[src/sv/sen_pkg.sv]
// ----------------------------------------------------------------------------
// sen_pkg
// shared types and constants for the sobel edge / nms stream unit
// ----------------------------------------------------------------------------
`default_nettype none

package sen_pkg;

  localparam int MAX_WIDTH_DEF  = 1024;
  localparam int MAX_HEIGHT_DEF = 1024;

  // position and frame size fields, wide enough for the largest frame plus flush rows
  localparam int POS_W  = 13;
  localparam int SIZE_W = 13;

  localparam int CFG_IDX_W  = 2;
  localparam int CFG_DATA_W = 11;
  localparam int MAG_W      = 9;

  localparam logic [CFG_IDX_W-1:0] REG_WIDTH  = 2'd0;
  localparam logic [CFG_IDX_W-1:0] REG_HEIGHT = 2'd1;
  localparam logic [CFG_IDX_W-1:0] REG_THRESH = 2'd2;

  localparam logic [CFG_DATA_W-1:0] WIDTH_RST  = 11'd481;
  localparam logic [CFG_DATA_W-1:0] HEIGHT_RST = 11'd321;

  localparam logic [7:0] EDGE_ON  = 8'd0;
  localparam logic [7:0] EDGE_OFF = 8'd255;

  localparam int FIFO_DEPTH = 4;
  localparam int FIFO_PTR_W = 2;
  localparam int FIFO_CNT_W = 3;

  typedef struct packed {
    logic [7:0] red;
    logic [7:0] green;
    logic [7:0] blue;
    logic       drain;
  } pixel_in_t;

  typedef struct packed {
    logic [7:0]       edge_pixel;
    logic [MAG_W-1:0] magnitude;
    logic             last;
  } pixel_out_t;

  // one classified transaction handed from front to back
  typedef struct packed {
    logic [7:0]        sample;
    logic              has_gray;
    logic              last;
    logic [POS_W-1:0]  row;
    logic [POS_W-1:0]  col;
    logic [SIZE_W-1:0] fw;
    logic [SIZE_W-1:0] fh;
  } fe_entry_t;

endpackage

`default_nettype wire

[src/sv/sen_front.sv]
// ----------------------------------------------------------------------------
// sen_front
// accepts pixels, tracks frame position, picks the bayer sample
// ----------------------------------------------------------------------------
`default_nettype none

module sen_front #(
  parameter int MAX_WIDTH  = sen_pkg::MAX_WIDTH_DEF,
  parameter int MAX_HEIGHT = sen_pkg::MAX_HEIGHT_DEF
) (
  input  wire logic                            clk,
  input  wire logic                            rst_n,
  input  wire logic                            in_valid,
  output logic                                 in_stall,
  input  wire sen_pkg::pixel_in_t              in_data,
  input  wire logic [sen_pkg::CFG_DATA_W-1:0]  cfg_width,
  input  wire logic [sen_pkg::CFG_DATA_W-1:0]  cfg_height,
  output logic                                 push,
  output sen_pkg::fe_entry_t                   push_entry,
  input  wire logic                            q_full
);
  import sen_pkg::*;

  logic [POS_W-1:0]  row_r, col_r;
  logic [SIZE_W-1:0] fw_r, fh_r;
  logic [SIZE_W-1:0] fw_cur, fh_cur;
  logic              accept, start, ignore, finished;
  logic [7:0]        sample;

  function automatic logic [SIZE_W-1:0] clamp_size(input logic [CFG_DATA_W-1:0] v,
                                                   input logic [SIZE_W-1:0] hi);
    logic [SIZE_W-1:0] ext;
    ext = SIZE_W'(v);
    if (ext < SIZE_W'(3)) begin
      return SIZE_W'(3);
    end else if (ext > hi) begin
      return hi;
    end
    return ext;
  endfunction

  assign in_stall = q_full;
  assign accept   = in_valid && !q_full;
  assign start    = (row_r == '0) && (col_r == '0);
  assign fw_cur   = start ? clamp_size(cfg_width, SIZE_W'(MAX_WIDTH)) : fw_r;
  assign fh_cur   = start ? clamp_size(cfg_height, SIZE_W'(MAX_HEIGHT)) : fh_r;
  // early drain inside the frame is dropped
  assign ignore   = (row_r < fh_cur) && in_data.drain;
  assign push     = accept && !ignore;
  // last result leaves two rows and one pixel past the frame end
  assign finished = (row_r == fh_cur + SIZE_W'(2)) && (col_r == POS_W'(1));

  always_comb begin
    if (!row_r[0]) begin
      sample = col_r[0] ? in_data.green : in_data.red;
    end else begin
      sample = col_r[0] ? in_data.blue : in_data.green;
    end
  end

  always_comb begin
    push_entry.sample   = sample;
    push_entry.has_gray = (row_r < fh_cur);
    push_entry.last     = finished;
    push_entry.row      = row_r;
    push_entry.col      = col_r;
    push_entry.fw       = fw_cur;
    push_entry.fh       = fh_cur;
  end

  always_ff @(posedge clk) begin
    if (!rst_n) begin
      row_r <= '0;
      col_r <= '0;
      fw_r  <= SIZE_W'(3);
      fh_r  <= SIZE_W'(3);
    end else begin
      if (accept && start) begin
        fw_r <= fw_cur;
        fh_r <= fh_cur;
      end
      if (push) begin
        if (finished) begin
          row_r <= '0;
          col_r <= '0;
        end else if (col_r + POS_W'(1) >= fw_cur) begin
          col_r <= '0;
          row_r <= row_r + POS_W'(1);
        end else begin
          col_r <= col_r + POS_W'(1);
        end
      end
    end
  end

endmodule

`default_nettype wire

[config.mk]
export PLATFORM = sky130hd
export DESIGN_NAME = sen_front
export DESIGN_NICKNAME = d
export VERILOG_FILES = /design/src/sv/sen_pkg.sv /design/src/sv/sen_front.sv
export SDC_FILE = /design/constraint.sdc
export NUM_CORES = 1
export LEC_CHECK = 0
export BUFFER_PORTS_ARGS = -buffer_cell sky130_fd_sc_hd__buf_2
export CORE_MARGIN = 3
export CORE_UTILIZATION = 49
export CTS_CLUSTER_SIZE = 20
export DETAILED_ROUTE_END_ITERATION = 8
export PLACE_DENSITY = 0.78
export RECOVER_POWER = 50
export SYNTH_ARGS = -nofsm -noshare
export SYNTH_HDL_FRONTEND = slang
export SYNTH_SLANG_ARGS = --single-unit
[constraint.sdc]
create_clock -name clk -period 4.73 [get_ports clk]
set_input_delay 0.2365 -clock clk [delete_from_list [all_inputs] [get_ports clk]]
set_output_delay 0.2365 -clock clk [all_outputs]
set_load 0.01 [all_outputs]
Word level (Yosys, flattened, before mapping)
Index checks and enable logic that the tools add are counted.
{"block": "classes", "add_sub_neg": 3, "mul": 0, "div_mod_pow": 0, "order_cmp": 6, "n_eq_ne": 2, "shifts": 0, "n_mux": 19, "bitwise": 0, "n_reduce_logical": 12}
{"cell": "$mux W13", "count": 12}
{"cell": "$add A13 B1 Y13 const B", "count": 2}
{"cell": "$logic_not A13 Y1", "count": 2}
{"cell": "$mux W8", "count": 3}
{"cell": "$gt A11 B11 Y1 const B", "count": 2}
{"cell": "$lt A11 B2 Y1 const B", "count": 2}
{"cell": "$add A13 B2 Y13 const B", "count": 1}
{"cell": "$eq A13 B1 Y1 const B", "count": 1}
{"cell": "$eq A13 B13 Y1", "count": 1}
{"cell": "$ge A13 B13 Y1", "count": 1}
{"cell": "$lt A13 B13 Y1", "count": 1}
{"cell": "$logic_and A1 B1 Y1", "count": 6}
{"cell": "$mux W1", "count": 4}
{"cell": "$logic_not A1 Y1", "count": 2}
{"cell": "$reduce_and A2 Y1", "count": 1}
{"cell": "$reduce_bool A2 Y1", "count": 1}
{"block": "totals", "regBits": 52, "latch_bits": 0, "ram_bits": 0, "rom_bits": 0, "in_bits": 51, "out_inout_bits": 64, "word_cells": 46, "mem_count": 0}

Longest topological paths before layout
{"block": "logic_depth", "word_depth": 10, "mapped_depth": 24, "mapped_depth_nobuf": 18}

Worst setup path before layout
OpenSTA, ideal clock, no wires.
{"block": "synth_path", "path_type": "flip-flop to flip-flop", "startpoint": "register col_r[0]", "endpoint": "register col_r[10]", "setup_ns": 0.122, "arrival_time_ns": 4.937, "setup_slack_ns": -0.329, "path_stages_with_launch": 25, "path_buffers": 7, "synth_period_minus_slack_ns": 5.059, "path_cell_list": "dfxtp_1 > clkbuf_1 > clkbuf_1 > inv_1 > ha_1 > and3b_1 > and4_1 > buf_4 > buf_6 > nand2_1 > clkbuf_1 > clkbuf_1 > nand2_1 > o21ai_0 > ha_1 > nor2b_1 > o21a_1 > o21a_1 > o211ai_1 > a21oi_1 > o31a_1 > o31a_1 > nor4b_2 > buf_6 > a221o_1"}
{"item": "start, declared", "line": "sen_front.sv:24", "source": "logic [POS_W-1:0] row_r, col_r;"}
{"item": "start signal, assigned", "line": "sen_front.sv:90", "source": "col_r <= col_r + POS_W'(1);"}

Worst setup path after layout
{"block": "layout_path", "startpoint": "register col_r[2]", "endpoint": "register col_r[8]"}
{"block": "layout_between", "elab_chain_len": 7, "word_cells_on_any_way": 16}
{"item": "$logic_not A13 Y1", "line": "sen_front.sv:44", "source": "assign start = (row_r == '0) && (col_r == '0);"}
{"item": "$logic_and A1 B1 Y1", "line": "sen_front.sv:44"}
{"item": "$mux W13", "line": "sen_front.sv:46", "source": "assign fh_cur = start ? clamp_size(cfg_height, SIZE_W'(MAX_HEIGHT)) : fh_r;"}
{"item": "$add A13 B2 Y13 or $lt A13 B13 Y1 (tied branches)", "line": "sen_front.sv:51, sen_front.sv:48"}
{"item": "$eq A13 B13 Y1 or $logic_and A1 B1 Y1 (tied branches)", "line": "sen_front.sv:51, sen_front.sv:48"}
{"item": "$logic_and A1 B1 Y1 or $logic_not A1 Y1 (tied branches)", "line": "sen_front.sv:51, sen_front.sv:49"}
{"item": "$mux W13 or $logic_and A1 B1 Y1 (tied branches)", "line": "sen_front.sv:83, sen_front.sv:49"}
Several ways; a longest one is shown, not always the timed one.
A chain may end at the register's enable or synchronous reset.

==> results by group <==
Min path
  – HP Class: in2reg
  – Cells on Worst Hold Path: 3

CTS
  – Hold_buf cts: 0
  – CTS Root Cell: clkbuf_8
  – CTS tree: yes
  – # resized after CTS: 0
  – H-tree levels: 2
  – Total CTS buffers: 5
  – Postcts setup bufs: 0
  – Worst-path clk slew: roughly 100 ps
  – Worst skew pair latency: between 300 and 400 ps
  – Clock Path Buffers: 2
  – Sinks on Clock Net: 52

Worst setup path
  – CP Cell Sequence: nor4_4 > nand3_1 > nor2_2 > mux2i_1 > ha_1 > nor2b_1 > o21a_1 > o21a_1 > o211ai_1 > a21oi_1 > o31a_1 > o31a_1 > nor4b_2 > buf_4 > a221o_1
  – CP top delay family: compound AO/OA/AOI/OAI gates
  – Critical Path RT: between 4000 and 5000 ps
  – CP peak stage delay: 420 ps
  – CP Capture Type: flop
  – Crit Path Category: reg2reg
  – Worst Reg-to-Reg Cells: 15
  – Worst-path fanout max: 13
  – CP Buf/Inv Count: 1
  – CP Launch Type: flop
  – Slowest-stage cell, CP: nor4_4
  – WP depth: 15
  – CP Data Arrival Time: roughly 4700 ps

Floorplanning
  – FP Rows: 34
  – Core Region: 8720 um2
  – Die area: 10200 um2
  – Starting density of the core: 0.507
  – Die W: about 100 um
  – Die Y: a little over 100 um
  – Io pins: about 120

Cells and area
  – Fraction of layout cells with a size suffix above 1: 0.165
  – Area delta synth->final: 14.6%
  – Leading cell type in the layout, fill and taps excluded: buf_2
  – Layout net count: 744
  – Most frequent cells in the layout: buf_2, dfxtp_1, a21oi_1
  – Antenna Cells: 0
  – Final Non-Filler Cells: 770
  – Fillers: 835

Synthesis
  – Avg Cell Area, Syn: roughly 7.9 um2
  – Flops & latches, synth: 52
  – Synth area leader: dfxtp_1
  – Post-synth EDFFs: 0
  – Synth top area share: 0.236
  – Syn_nets: roughly 640
  – Post-synthesis sequential area ratio: 0.236
  – Synthesized instance count: around 560
  – Post-synth top flop: dfxtp_1
  – Synth top area cells: dfxtp_1, ha_1, a21oi_1
  – Asr flop ratio synth: 0
  – Synth Cell Area: 4420 um2
  – Synth unique cells: 74
  – Warnings, synthesis: 0

Timing
  – Max Fclk: 223 MHz
  – Setup repair after global routing missed its margin: false
  – Max Clock Skew: 6.83 ps
  – Min Tclk post-route: about 4500 ps
  – Sum Neg Setup Slack: 0 ps
  – Final Hold Viols: 0
  – Worst-Margin Slew: around 1300 ps
  – Final Slew Violations: 0
  – Final setup viols: 0
  – Fin crit share: 0.947
  – Worst slew margin: 0.164

Route
  – WL met3: between 800 and 900 um
  – Post-Route M1 WL: approximately 5.6 mm
  – Drt pass-1 iters: 6
  – Met2 WL post-DR: 6.24 mm
  – Initial drt markers: around 250
  – Via density: 6.12
  – # DRC: 0
  – DR WL/cell: 16.9 um
  – Vias: between 4000 and 5000
  – DR top layer: met4
  – Antenna Nets Post-Route: 0
  – Final wirelength: approximately 13 mm

Power
  – Leakage: around 2.3 nW
  – Pwr dens: roughly 190 nW/um2
  – Peak supply drop: 0.148 mV

Run
  – Maxcap violations: 0

Placement
  – Dpl hpwl: around 10 mm
  – Input/output buffers: 114
  – Final Wtd Congestion: between 0.9 and 1
  – Placed cells: 762

Global route
  – Remaining Overflow, GRT: 0
  – Largest net degree at the start of global routing: 28
  – Number of global-route vias before repair: roughly 4300
  – Initial antenna violation count: 0
  – Tot GR Track Use: 0.251
  – First-pass GRT wire length: between 20 and 25 mm

Outcome
  – Outcome: finished clean
report_power, final:
part	internal [W]	switching (W)	total [W]
Sequential	0.000447	0.00000693	0.000454
Clock	0.000106	0.000160	0.000266
Combinational	0.000100	0.000158	0.000259
cells in the mapped netlist (15+ instances only):
master and number:
nor2_1 35, and3_1 20, a21oi_1 48, nand3_1 24, dfxtp_1 52, nor2b_1 18, ha_1 32, a22oi_1 17
clkbuf_1 15, o21ai_0 15, inv_1 40, nand2_1 45
worst register-to-register path, delay by kind of cell, from the launching register on:
| kind | cells | cell delay (ps) |
|---|---|---|
| buffers and inverters | 1 | 210 |
| AND/OR/NAND/NOR | 5 | 1430 |
| adder cells (fa/ha/maj) | 1 | 290 |
| AO/OA/AOI/OAI | 7 | 1700 |
| flip-flops | 1 | 400 |
| multiplexers | 1 | 330 |
area by class of cell:
cell class | instances | area (um2) | share of cell area
Clock buffer | 6 | 72.6 | 0.0143
Inverter | 41 | 154 | 0.0304
Timing Repair Buffer | 125 | 588 | 0.116
Multi-Input combinational cell | 436 | 3060 | 0.604
Sequential cell | 52 | 1040 | 0.206
Clock inverter | 2 | 16.3 | 0.00321
Tap cell | 108 | 135 | 0.0267
state kept, by name, indices dropped and copies added (netlist names):
signal	flops
col_r	13
fw_r	13
row_r	13
fh_r	13
stage by stage:
step                      instance area, um2  hold WS, ps  utilization  setup slack, ps  total power [W]
final                                   5060          187        0.580              251         0.000978
after global routing                    5060          195        0.580             4.06          0.00103
after CTS                               5130          181        0.588              248         0.000988
after detailed placement                5040          452        0.578              304         0.000724
after global placement                  5040          452        0.578              371         0.000715
after floorplan                         4420          372            -             43.6         0.000628
cells by family (layout without fill, tap and decap cells):
logic type	after synthesis	in the layout	share of synthesized area
buffers and inverters	71	174	0.0728
AO/OA/AOI/OAI	164	164	0.260
adder cells (fa/ha/maj)	32	32	0.0906
XOR/XNOR	20	20	0.0462
AND/OR/NAND/NOR	209	209	0.270
multiplexers	11	11	0.0252
flip-flops	52	52	0.236
worst paths after layout:
path	start	endpoint	slack [ps]
worst min-delay path	cfg_width[2]	fw_r[2]$_SDFFE_PN0P_	190
worst min register to register	fw_r[10]$_SDFFE_PN0P_	fw_r[10]$_SDFFE_PN0P_	470
worst max register to register	col_r[2]$_SDFFE_PN0P_	col_r[8]$_SDFFE_PN0P_	250
worst max-delay path	col_r[2]$_SDFFE_PN0P_	col_r[8]$_SDFFE_PN0P_	250
per-layer routing:
| layer | vias up | global-route usage |
|---|---|---|
| li1 | 2267 | - |
| met1 | 2217 | 0.333 |
| met2 | 196 | 0.413 |
| met3 | 31 | 0.0381 |
| met4 | 0 | 0.0859 |
| met5 | - | 0 |
Power figures use the tool's default switching activity.
