--- src/sv/sen_pkg.sv ---
// ----------------------------------------------------------------------------
// sen_pkg
// shared types and constants for the sobel edge / nms stream unit
// ----------------------------------------------------------------------------
`default_nettype none

package sen_pkg;

  localparam int MAX_WIDTH_DEF  = 1024;
  localparam int MAX_HEIGHT_DEF = 1024;

  // position and frame size fields, wide enough for the largest frame plus flush rows
  localparam int POS_W  = 13;
  localparam int SIZE_W = 13;

  localparam int CFG_IDX_W  = 2;
  localparam int CFG_DATA_W = 11;
  localparam int MAG_W      = 9;

  localparam logic [CFG_IDX_W-1:0] REG_WIDTH  = 2'd0;
  localparam logic [CFG_IDX_W-1:0] REG_HEIGHT = 2'd1;
  localparam logic [CFG_IDX_W-1:0] REG_THRESH = 2'd2;

  localparam logic [CFG_DATA_W-1:0] WIDTH_RST  = 11'd481;
  localparam logic [CFG_DATA_W-1:0] HEIGHT_RST = 11'd321;

  localparam logic [7:0] EDGE_ON  = 8'd0;
  localparam logic [7:0] EDGE_OFF = 8'd255;

  localparam int FIFO_DEPTH = 4;
  localparam int FIFO_PTR_W = 2;
  localparam int FIFO_CNT_W = 3;

  typedef struct packed {
    logic [7:0] red;
    logic [7:0] green;
    logic [7:0] blue;
    logic       drain;
  } pixel_in_t;

  typedef struct packed {
    logic [7:0]       edge_pixel;
    logic [MAG_W-1:0] magnitude;
    logic             last;
  } pixel_out_t;

  // one classified transaction handed from front to back
  typedef struct packed {
    logic [7:0]        sample;
    logic              has_gray;
    logic              last;
    logic [POS_W-1:0]  row;
    logic [POS_W-1:0]  col;
    logic [SIZE_W-1:0] fw;
    logic [SIZE_W-1:0] fh;
  } fe_entry_t;

endpackage

`default_nettype wire

--- src/sv/sen_fifo.sv ---
// ----------------------------------------------------------------------------
// sen_fifo
// short queue of classified transactions between front and back
// ----------------------------------------------------------------------------
`default_nettype none

module sen_fifo (
  input  wire logic              clk,
  input  wire logic              rst_n,
  input  wire logic              push,
  input  wire sen_pkg::fe_entry_t din,
  output logic                   full,
  input  wire logic              pop,
  output logic                   not_empty,
  output sen_pkg::fe_entry_t     dout
);
  import sen_pkg::*;

  fe_entry_t               mem_r [FIFO_DEPTH];
  logic [FIFO_PTR_W-1:0]   wr_ptr_r, rd_ptr_r;
  logic [FIFO_CNT_W-1:0]   count_r, count_nxt;

  assign full      = (count_r == FIFO_CNT_W'(FIFO_DEPTH));
  assign not_empty = (count_r != '0);
  assign dout      = mem_r[rd_ptr_r];

  always_comb begin
    count_nxt = count_r;
    if (push && !pop) begin
      count_nxt = count_r + 1'b1;
    end else if (pop && !push) begin
      count_nxt = count_r - 1'b1;
    end
  end

  always_ff @(posedge clk) begin
    if (!rst_n) begin
      wr_ptr_r <= '0;
      rd_ptr_r <= '0;
      count_r  <= '0;
    end else begin
      if (push) begin
        wr_ptr_r <= wr_ptr_r + 1'b1;
      end
      if (pop) begin
        rd_ptr_r <= rd_ptr_r + 1'b1;
      end
      count_r <= count_nxt;
    end
  end

  always_ff @(posedge clk) begin
    if (push) begin
      mem_r[wr_ptr_r] <= din;
    end
  end

`ifndef SYNTHESIS
  a_no_overflow: assert property (@(posedge clk) disable iff (!rst_n)
    full |-> !push)
    else $error("push into full queue");
  a_no_underflow: assert property (@(posedge clk) disable iff (!rst_n)
    !not_empty |-> !pop)
    else $error("pop from empty queue");
  a_count_range: assert property (@(posedge clk) disable iff (!rst_n)
    count_r <= FIFO_CNT_W'(FIFO_DEPTH))
    else $error("queue count out of range");
`endif

endmodule

`default_nettype wire

--- config.mk ---
export PLATFORM = sky130hd
export DESIGN_NAME = sen_fifo
export DESIGN_NICKNAME = d
export VERILOG_FILES = /design/src/sv/sen_pkg.sv /design/src/sv/sen_fifo.sv
export SDC_FILE = /design/constraint.sdc
export NUM_CORES = 1
export LEC_CHECK = 0
export CAP_MARGIN = 20
export CORE_MARGIN = 5
export CORE_UTILIZATION = 55
export DETAILED_ROUTE_END_ITERATION = 16
export DONT_BUFFER_PORTS = 1
export PLACE_DENSITY = 0.7
export RECOVER_POWER = 100
export SKIP_LAST_GASP = 1
export SLEW_MARGIN = 20
export SYNTH_ARGS = -nofsm -noshare
export SYNTH_HDL_FRONTEND = slang
export SYNTH_SLANG_ARGS = --single-unit
--- constraint.sdc ---
create_clock -name clk -period 2.75 [get_ports clk]
set_input_delay 0.275 -clock clk [delete_from_list [all_inputs] [get_ports clk]]
set_output_delay 0.275 -clock clk [all_outputs]
set_load 0.05 [all_outputs]
Word level (Yosys, flattened, before mapping)
Memories as Yosys holds them, arrays and structs flattened. A register that Yosys moved wholly into a read port is not among the register bits. Index checks and enable logic that the tools add are counted.

$add $sub $neg: 4. Equal/unequal tests: 1. Muxes and demuxes: 6. Reductions and logical operators: 6.

Operator list (number): 2-to-1 mux 3 bit (2); adder 2 x 1 -> 2 bit (second input constant) (2); 2-to-1 mux 2 bit (2); adder 3 x 1 -> 3 bit (second input constant) (1); equality test 3 bit (second input constant) (1); nonzero test 3 bit (1); subtractor 3 x 1 -> 3 bit (second input constant) (1); logical AND 1 bit (2); logical NOT 1 bit (2); 2-to-1 mux 1 bit (2); nonzero test 2 bit (1).

Register bits after elaboration: 7. Memory bits (writable): 248. Input bits: 66. Output and inout bits: 64. Memories: 1.

Memory list: mem_r (words 4, width 62, read ports 1, clocked after memory_dff 1, wr ports 1, RTL line sen_fifo.sv:19) `fe_entry_t mem_r [FIFO_DEPTH];`.

Longest topological paths before layout
Gate-level depths: netlist of the first run.

Word-level depth: 4. Depth in mapped cells: 7.

Worst setup path before layout of the first run
OpenSTA, ideal clock, no wires.

Kind: register to register. Start point: register wr_ptr_r[0]. End point: memory mem_r[2][0] (netlist name), enable pin. Data arrival time: 2001 ps. Setup slack: 322 ps. Stages on the path, launching flop included: 4. Clock period less this slack: 2428 ps. Cells stage by stage: dfxtp_1 > inv_1 > ha_1 > and2_1.

RTL lines: start, declared (RTL line sen_fifo.sv:20) `logic [FIFO_PTR_W-1:0] wr_ptr_r, rd_ptr_r;`; start signal, assigned (RTL line sen_fifo.sv:43) `wr_ptr_r <= wr_ptr_r + 1'b1;`; end, declared (RTL line sen_fifo.sv:19).

No word-level cell before the write port.

Final worst setup path of the first run
Start point: register wr_ptr_r[0]. End point: memory mem_r[2][24] (netlist name), enable pin.

No word-level cell before the write port.

==> results of run 1 <==
power breakdown:
group          leakage [uW]  switching, uW  internal [uW]
Sequential          0.00235           78.4           4500
Combinational      0.000804            840            334
Clock              0.000418           1410           2130
Yosys cell counts:
library cell / number / area share (%)
a21boi_0: 1 / 0.079
and2_1: 9 / 0.59
buf_12: 6 / 1.3
buf_2: 6 / 0.32
buf_6: 1 / 0.12
clkbuf_1: 1 / 0.040
dfxtp_1: 9 / 1.9
edfxtp_1: 248 / 79
fa_1: 1 / 0.21
ha_1: 5 / 0.66
inv_1: 4 / 0.16
mux2i_1: 2 / 0.21
mux4_1: 2 / 0.56
mux4_2: 60 / 14
nand2_1: 1 / 0.040
nor2b_1: 2 / 0.13
nor3b_1: 1 / 0.079
o21ai_0: 1 / 0.053
or3_1: 2 / 0.13
xnor2_1: 2 / 0.19
xor2_1: 3 / 0.28
critical path: stages (launching register included):
cell     delay, ns
dfxtp_1       0.35
inv_1         0.10
ha_1          0.14
and2_2        0.84
buf_2         0.71
kinds of logic (layout without fill, tap and decap cells):
group | count (synthesis) | in the layout | synth area share, %
compound gates | 2 | 2 | 0.132
flops | 257 | 257 | 80.6
mux | 64 | 64 | 15.0
xor+xnor | 5 | 5 | 0.463
other cells | 0 | 2 | 0
buf+inv | 18 | 124 | 1.90
simple gates | 15 | 15 | 0.978
fa+ha+maj | 6 | 6 | 0.873
layer usage:
layer  wire, um  track usage (%)
met5          0                0
met1       6170             20.1
met4        187             3.88
met3       1000             3.80
met2       9170             30.9
final cells by class:
type                    count  area [um2]
diodes                      2        5.00
clock buffers              30         666
clock inverters            17         218
fillers                  1115        5870
inverters                   4        15.0
multi-input cells          92        1660
flip-flops and latches    257        7630
well taps                 225         282
repair buffers             73         762
worst min-delay path by stage:
stage / start / endpoint / slack, ns / cells after the start
2_1_floorplan: din[0] / mem_r[0][0]$_DFFE_PP_ / 0.37 / 0
3_3_place_gp: din[37] / mem_r[2][37]$_DFFE_PP_ / 0.37 / 0
3_5_place_dp: din[50] / mem_r[0][50]$_DFFE_PP_ / 0.37 / 0
4_1_cts: pop / rd_ptr_r[1]$_SDFFE_PN0P_ / 0.04 / 3
5_1_grt: pop / rd_ptr_r[1]$_SDFFE_PN0P_ / 0.09 / 3
6_report: pop / rd_ptr_r[1]$_SDFFE_PN0P_ / 0.06 / 3
flip-flops by register name, summed over array words and instances (netlist names), named ones only:
signal and flops:
rd_ptr_r 2, count_r 3, wr_ptr_r 2, mem_r 248
per-stage QoR:
stage               utilization (%)  worst slack (ns)  cell area [um2]
finish                         65.7             0.235            11200
global route                   65.7            0.0804            11200
CTS                            65.9             0.201            11300
detailed placement             57.0             0.735             9750
global placement               57.0             0.742             9750
floorplan                         -             0.322             9460
==> metrics.cfg, run 1 <==
[clock_network]
postCtsHoldBufs=65
post_cts_buffers=0
clock_latency_ns=0.52
clock-sinks=257
cts_root_buf=clkbuf_16
clk_path_buf_depth=3
cts_max_level=1
cts_resized=0
clkSlewWorstSetupHoldPaths_ns=0.06
numCtsBuffers=26
cts_tree=yes

[timing]
maxSlewViolCount=27
fmax_ghz=0.398
tightest_slew_ns=1.52
fin_skew_ns=0.0163
min_period_ns=2.51
fin_crit_sh_pct=91.4
slew_headroom_pct=-1.20
finalSetupTns_ns=0
setup_viol=0
rsz0062_at_grt=no
hold_violations=0
hold_slack_ns=0.0637

[floorplanning]
die_w_um=141
fp.dieArea_mm2=0.0199
ios=130
core_area_mm2=0.0171
initial_core_util_pct=55.3
rows=48
fp.dieH_um=141

[setup_path]
cp.required_ns=2.89
reg2reg_depth=4
r2r-start=wr_ptr_r[0]$_SDFFE_PN0P_
worstSetupPathType=reg2reg
endpoint=mem_r[2][24]$_DFFE_PP_
endpoint_kind=flip-flop
critPathLaunch=wr_ptr_r[0]$_SDFFE_PN0P_
ff2ff_setup_slack_ns=0.24
worst_setup_path_start_kind=flip-flop
critPathMaxFanout=37
r2r-end=mem_r[2][24]$_DFFE_PP_
cp.arrival_ns=2.66

[yosys]
synthesis.area_mm2=0.00946
synthDistinctLibCells=21
synth.net_count=439
yosys_warnings=0
synth_cells=367
yosysSeqAreaShare_pct=80.6
post_synth.cell_area_avg_um2=25.8
ys_ff_latch=257

[min_path]
hold_path.class=in2reg

[drt]
postRouteWirelength_um=16500
ant_nets=0
vias=3954
drc_errors=0
drt-pass1-iter-count=4
via_per_inst=5.65
wire_per_inst_um=23.6
drt-initial-drc-count=184

[job]
maxCapViolCount=1

[global_route]
grt_start_max_net_pins=38
grt_pass1_wl_um=25400
grt-ovfl-total=0
antenna_found_initial=2
grtUsageTotal_pct=16.8
grt_pass1_vias=4380

[finish]
final_common_cell=edfxtp_1
fin_cells=700
layout_common_cells=edfxtp_1 (248), dlygate4sd3_1 (65), mux4_2 (60)
synthToLayoutAreaGrowth_pct=18.8
layout.nets=526
drive_gt1_share_pct=24.1

[placed_design]
dp_hpwl_um=9560
port_buffers=0
gp_congestion=0.720
dp.cells=586

[run_status]
violations=max-capacitance violations, max-slew violations
status=finished, violations left

[power_and_ir_drop]
vdd_ir_drop_max_mv=0.538
power_density_mw_per_mm2=826
p_leak_uw=0.00358
total_power_uw=9290

Note: power is estimated with default switching activity, not from simulation.
==> run 2, diff against run 1 <==
- BUFFER_PORTS_ARGS: not set -> -buffer_cell sky130_fd_sc_hd__buf_2
- DONT_BUFFER_PORTS: 1 -> not set
- PLACE_DENSITY: 0.7 -> 0.77
==> metrics.cfg, run 2 (synthesized netlist as in run 1, its figures left out) <==
[placed_design]
dp.cells=721
port_buffers=129
gp_congestion=0.709
dp_hpwl_um=10600

[setup_path]
r2r-start=wr_ptr_r[0]$_SDFFE_PN0P_
crit_chain=buf_12 > mux4_2 > clkbuf_2
critPathMaxFanout=38
worst_setup_path_start_kind=flip-flop
r2r-end=mem_r[2][1]$_DFFE_PP_
cp.required_ns=2.48
crit_path_max_incr_delay_ns=0.78
endpoint_kind=output pin
worstSetupPathType=reg2out
ff2ff_setup_slack_ns=0.41
reg2reg_depth=4
cp.arrival_ns=2.26
cp_slowest_cell=dfxtp_2

[global_route]
grt-ovfl-total=0
grt_pass1_wl_um=27500
grt_start_max_net_pins=39
grt_pass1_vias=4966
grtUsageTotal_pct=17.8
antenna_found_initial=0

[clock_network]
clk_path_buf_depth=3
clkSlewWorstSetupHoldPaths_ns=0.06
clock_latency_ns=0.51
numCtsBuffers=26
cts_tree=yes
cts_root_buf=clkbuf_16
cts_resized=0
cts_max_level=1
clock-sinks=257

[drt]
via_per_inst=5.40
drt-initial-drc-count=265
drc_errors=0
wire_per_inst_um=20.9
drt-pass1-iter-count=4
ant_nets=0
postRouteWirelength_um=17400
vias=4489

[power_and_ir_drop]
p_leak_uw=0.00394
power_density_mw_per_mm2=807
vdd_ir_drop_max_mv=0.558

[timing]
slew_headroom_pct=22.5
hold_slack_ns=0.0892
fin_crit_sh_pct=92.1
finalSetupTns_ns=0
setup_viol=0
tightest_slew_ns=1.16
maxSlewViolCount=0
fmax_ghz=0.395
min_period_ns=2.53
hold_violations=0
rsz0062_at_grt=no
fin_skew_ns=0.00481

[finish]
fillers=1116
fin_cells=832
regArea_mm2=0.00763
drive_gt1_share_pct=30.0
largest_register=mem_r
layout.nets=658
largest_reg_flops=248
final_common_cell=edfxtp_1
multi_input_area_mm2=0.00166
reg.largest.list=mem_r x248, count_r x3
synthToLayoutAreaGrowth_pct=24.6
layout_common_cells=edfxtp_1 (248), clkbuf_1 (70), dlygate4sd3_1 (62)

[min_path]
hold_path.startpoint=rst_n
hold_depth=2
hold_path.class=in2reg

[floorplanning]
fp.dieArea_mm2=0.0199
core_area_mm2=0.0171
ios=130
fp.dieH_um=141
rows=48
initial_core_util_pct=55.3
die_w_um=141

[job]
maxCapViolCount=0

[run_status]
status=finished, final reports clean

[run 2: final cells by class]
| class | instances | share of cell area [%] |
|---|---|---|
| flip-flops and latches | 257 | 64.7 |
| multi-input cells | 92 | 14.1 |
| repair buffers | 205 | 11.0 |
| clock buffers | 27 | 5.73 |
| well taps | 225 | 2.39 |
| clock inverters | 21 | 1.92 |
| inverters | 4 | 0.127 |
| diodes | 1 | 0.0212 |
[run 2: worst max-delay path by stage]
stage / from / end / depth (start not counted)
4_1_cts: flip-flop / dout[22] / 3
3_3_place_gp: flip-flop / dout[21] / 3
2_1_floorplan: wr_ptr_r[0]$_SDFFE_PN0P_ / mem_r[2][0]$_DFFE_PP_ / 3
5_1_grt: flip-flop / dout[6] / 3
3_5_place_dp: flip-flop / dout[22] / 3
6_report: flip-flop / dout[5] / 3
[run 2: report_power, final]
| part | switching (uW) | internal, uW |
|---|---|---|
| combinational | 891 | 426 |
| clock | 1380 | 2240 |
| sequential | 77.9 | 4500 |
| total | 2340 | 7170 |
[run 2: worst max-delay path, delay by kind of cell (launching register included)]
kind                   cells  cell delay (ns)
flip-flops                 1             0.78
multiplexers               1             0.36
buffers and inverters      2             0.58
[run 2: stage by stage]
step / total power [uW] / util, % / cell area, um2 / setup WS (ns)
after floorplan: 5610 / - / 9460 / 0.322
after global placement: 5900 / 60.7 / 10400 / 0.810
after detailed placement: 5940 / 60.7 / 10400 / 0.799
after CTS: 9640 / 69.6 / 11900 / 0.242
after global routing: 9850 / 68.9 / 11800 / 0.0916
final: 9510 / 68.9 / 11800 / 0.218
[run 2: timing repair]
action,in CTS,in global routing
endpoints found under the hold margin,246,0
setup endpoints to repair,0,0
hold buffers,62,0
buffers inserted,0,0
[run 2: per-layer routing]
metal / part of all wire (%) / track usage, % / vias up
li1: - / - / 2006
met1: 40 / 23.7 / 2313
met2: 52 / 31.0 / 147
met3: 6.3 / 3.77 / 23
met4: 1.1 / 3.37 / 0
met5: 0 / 0 / -
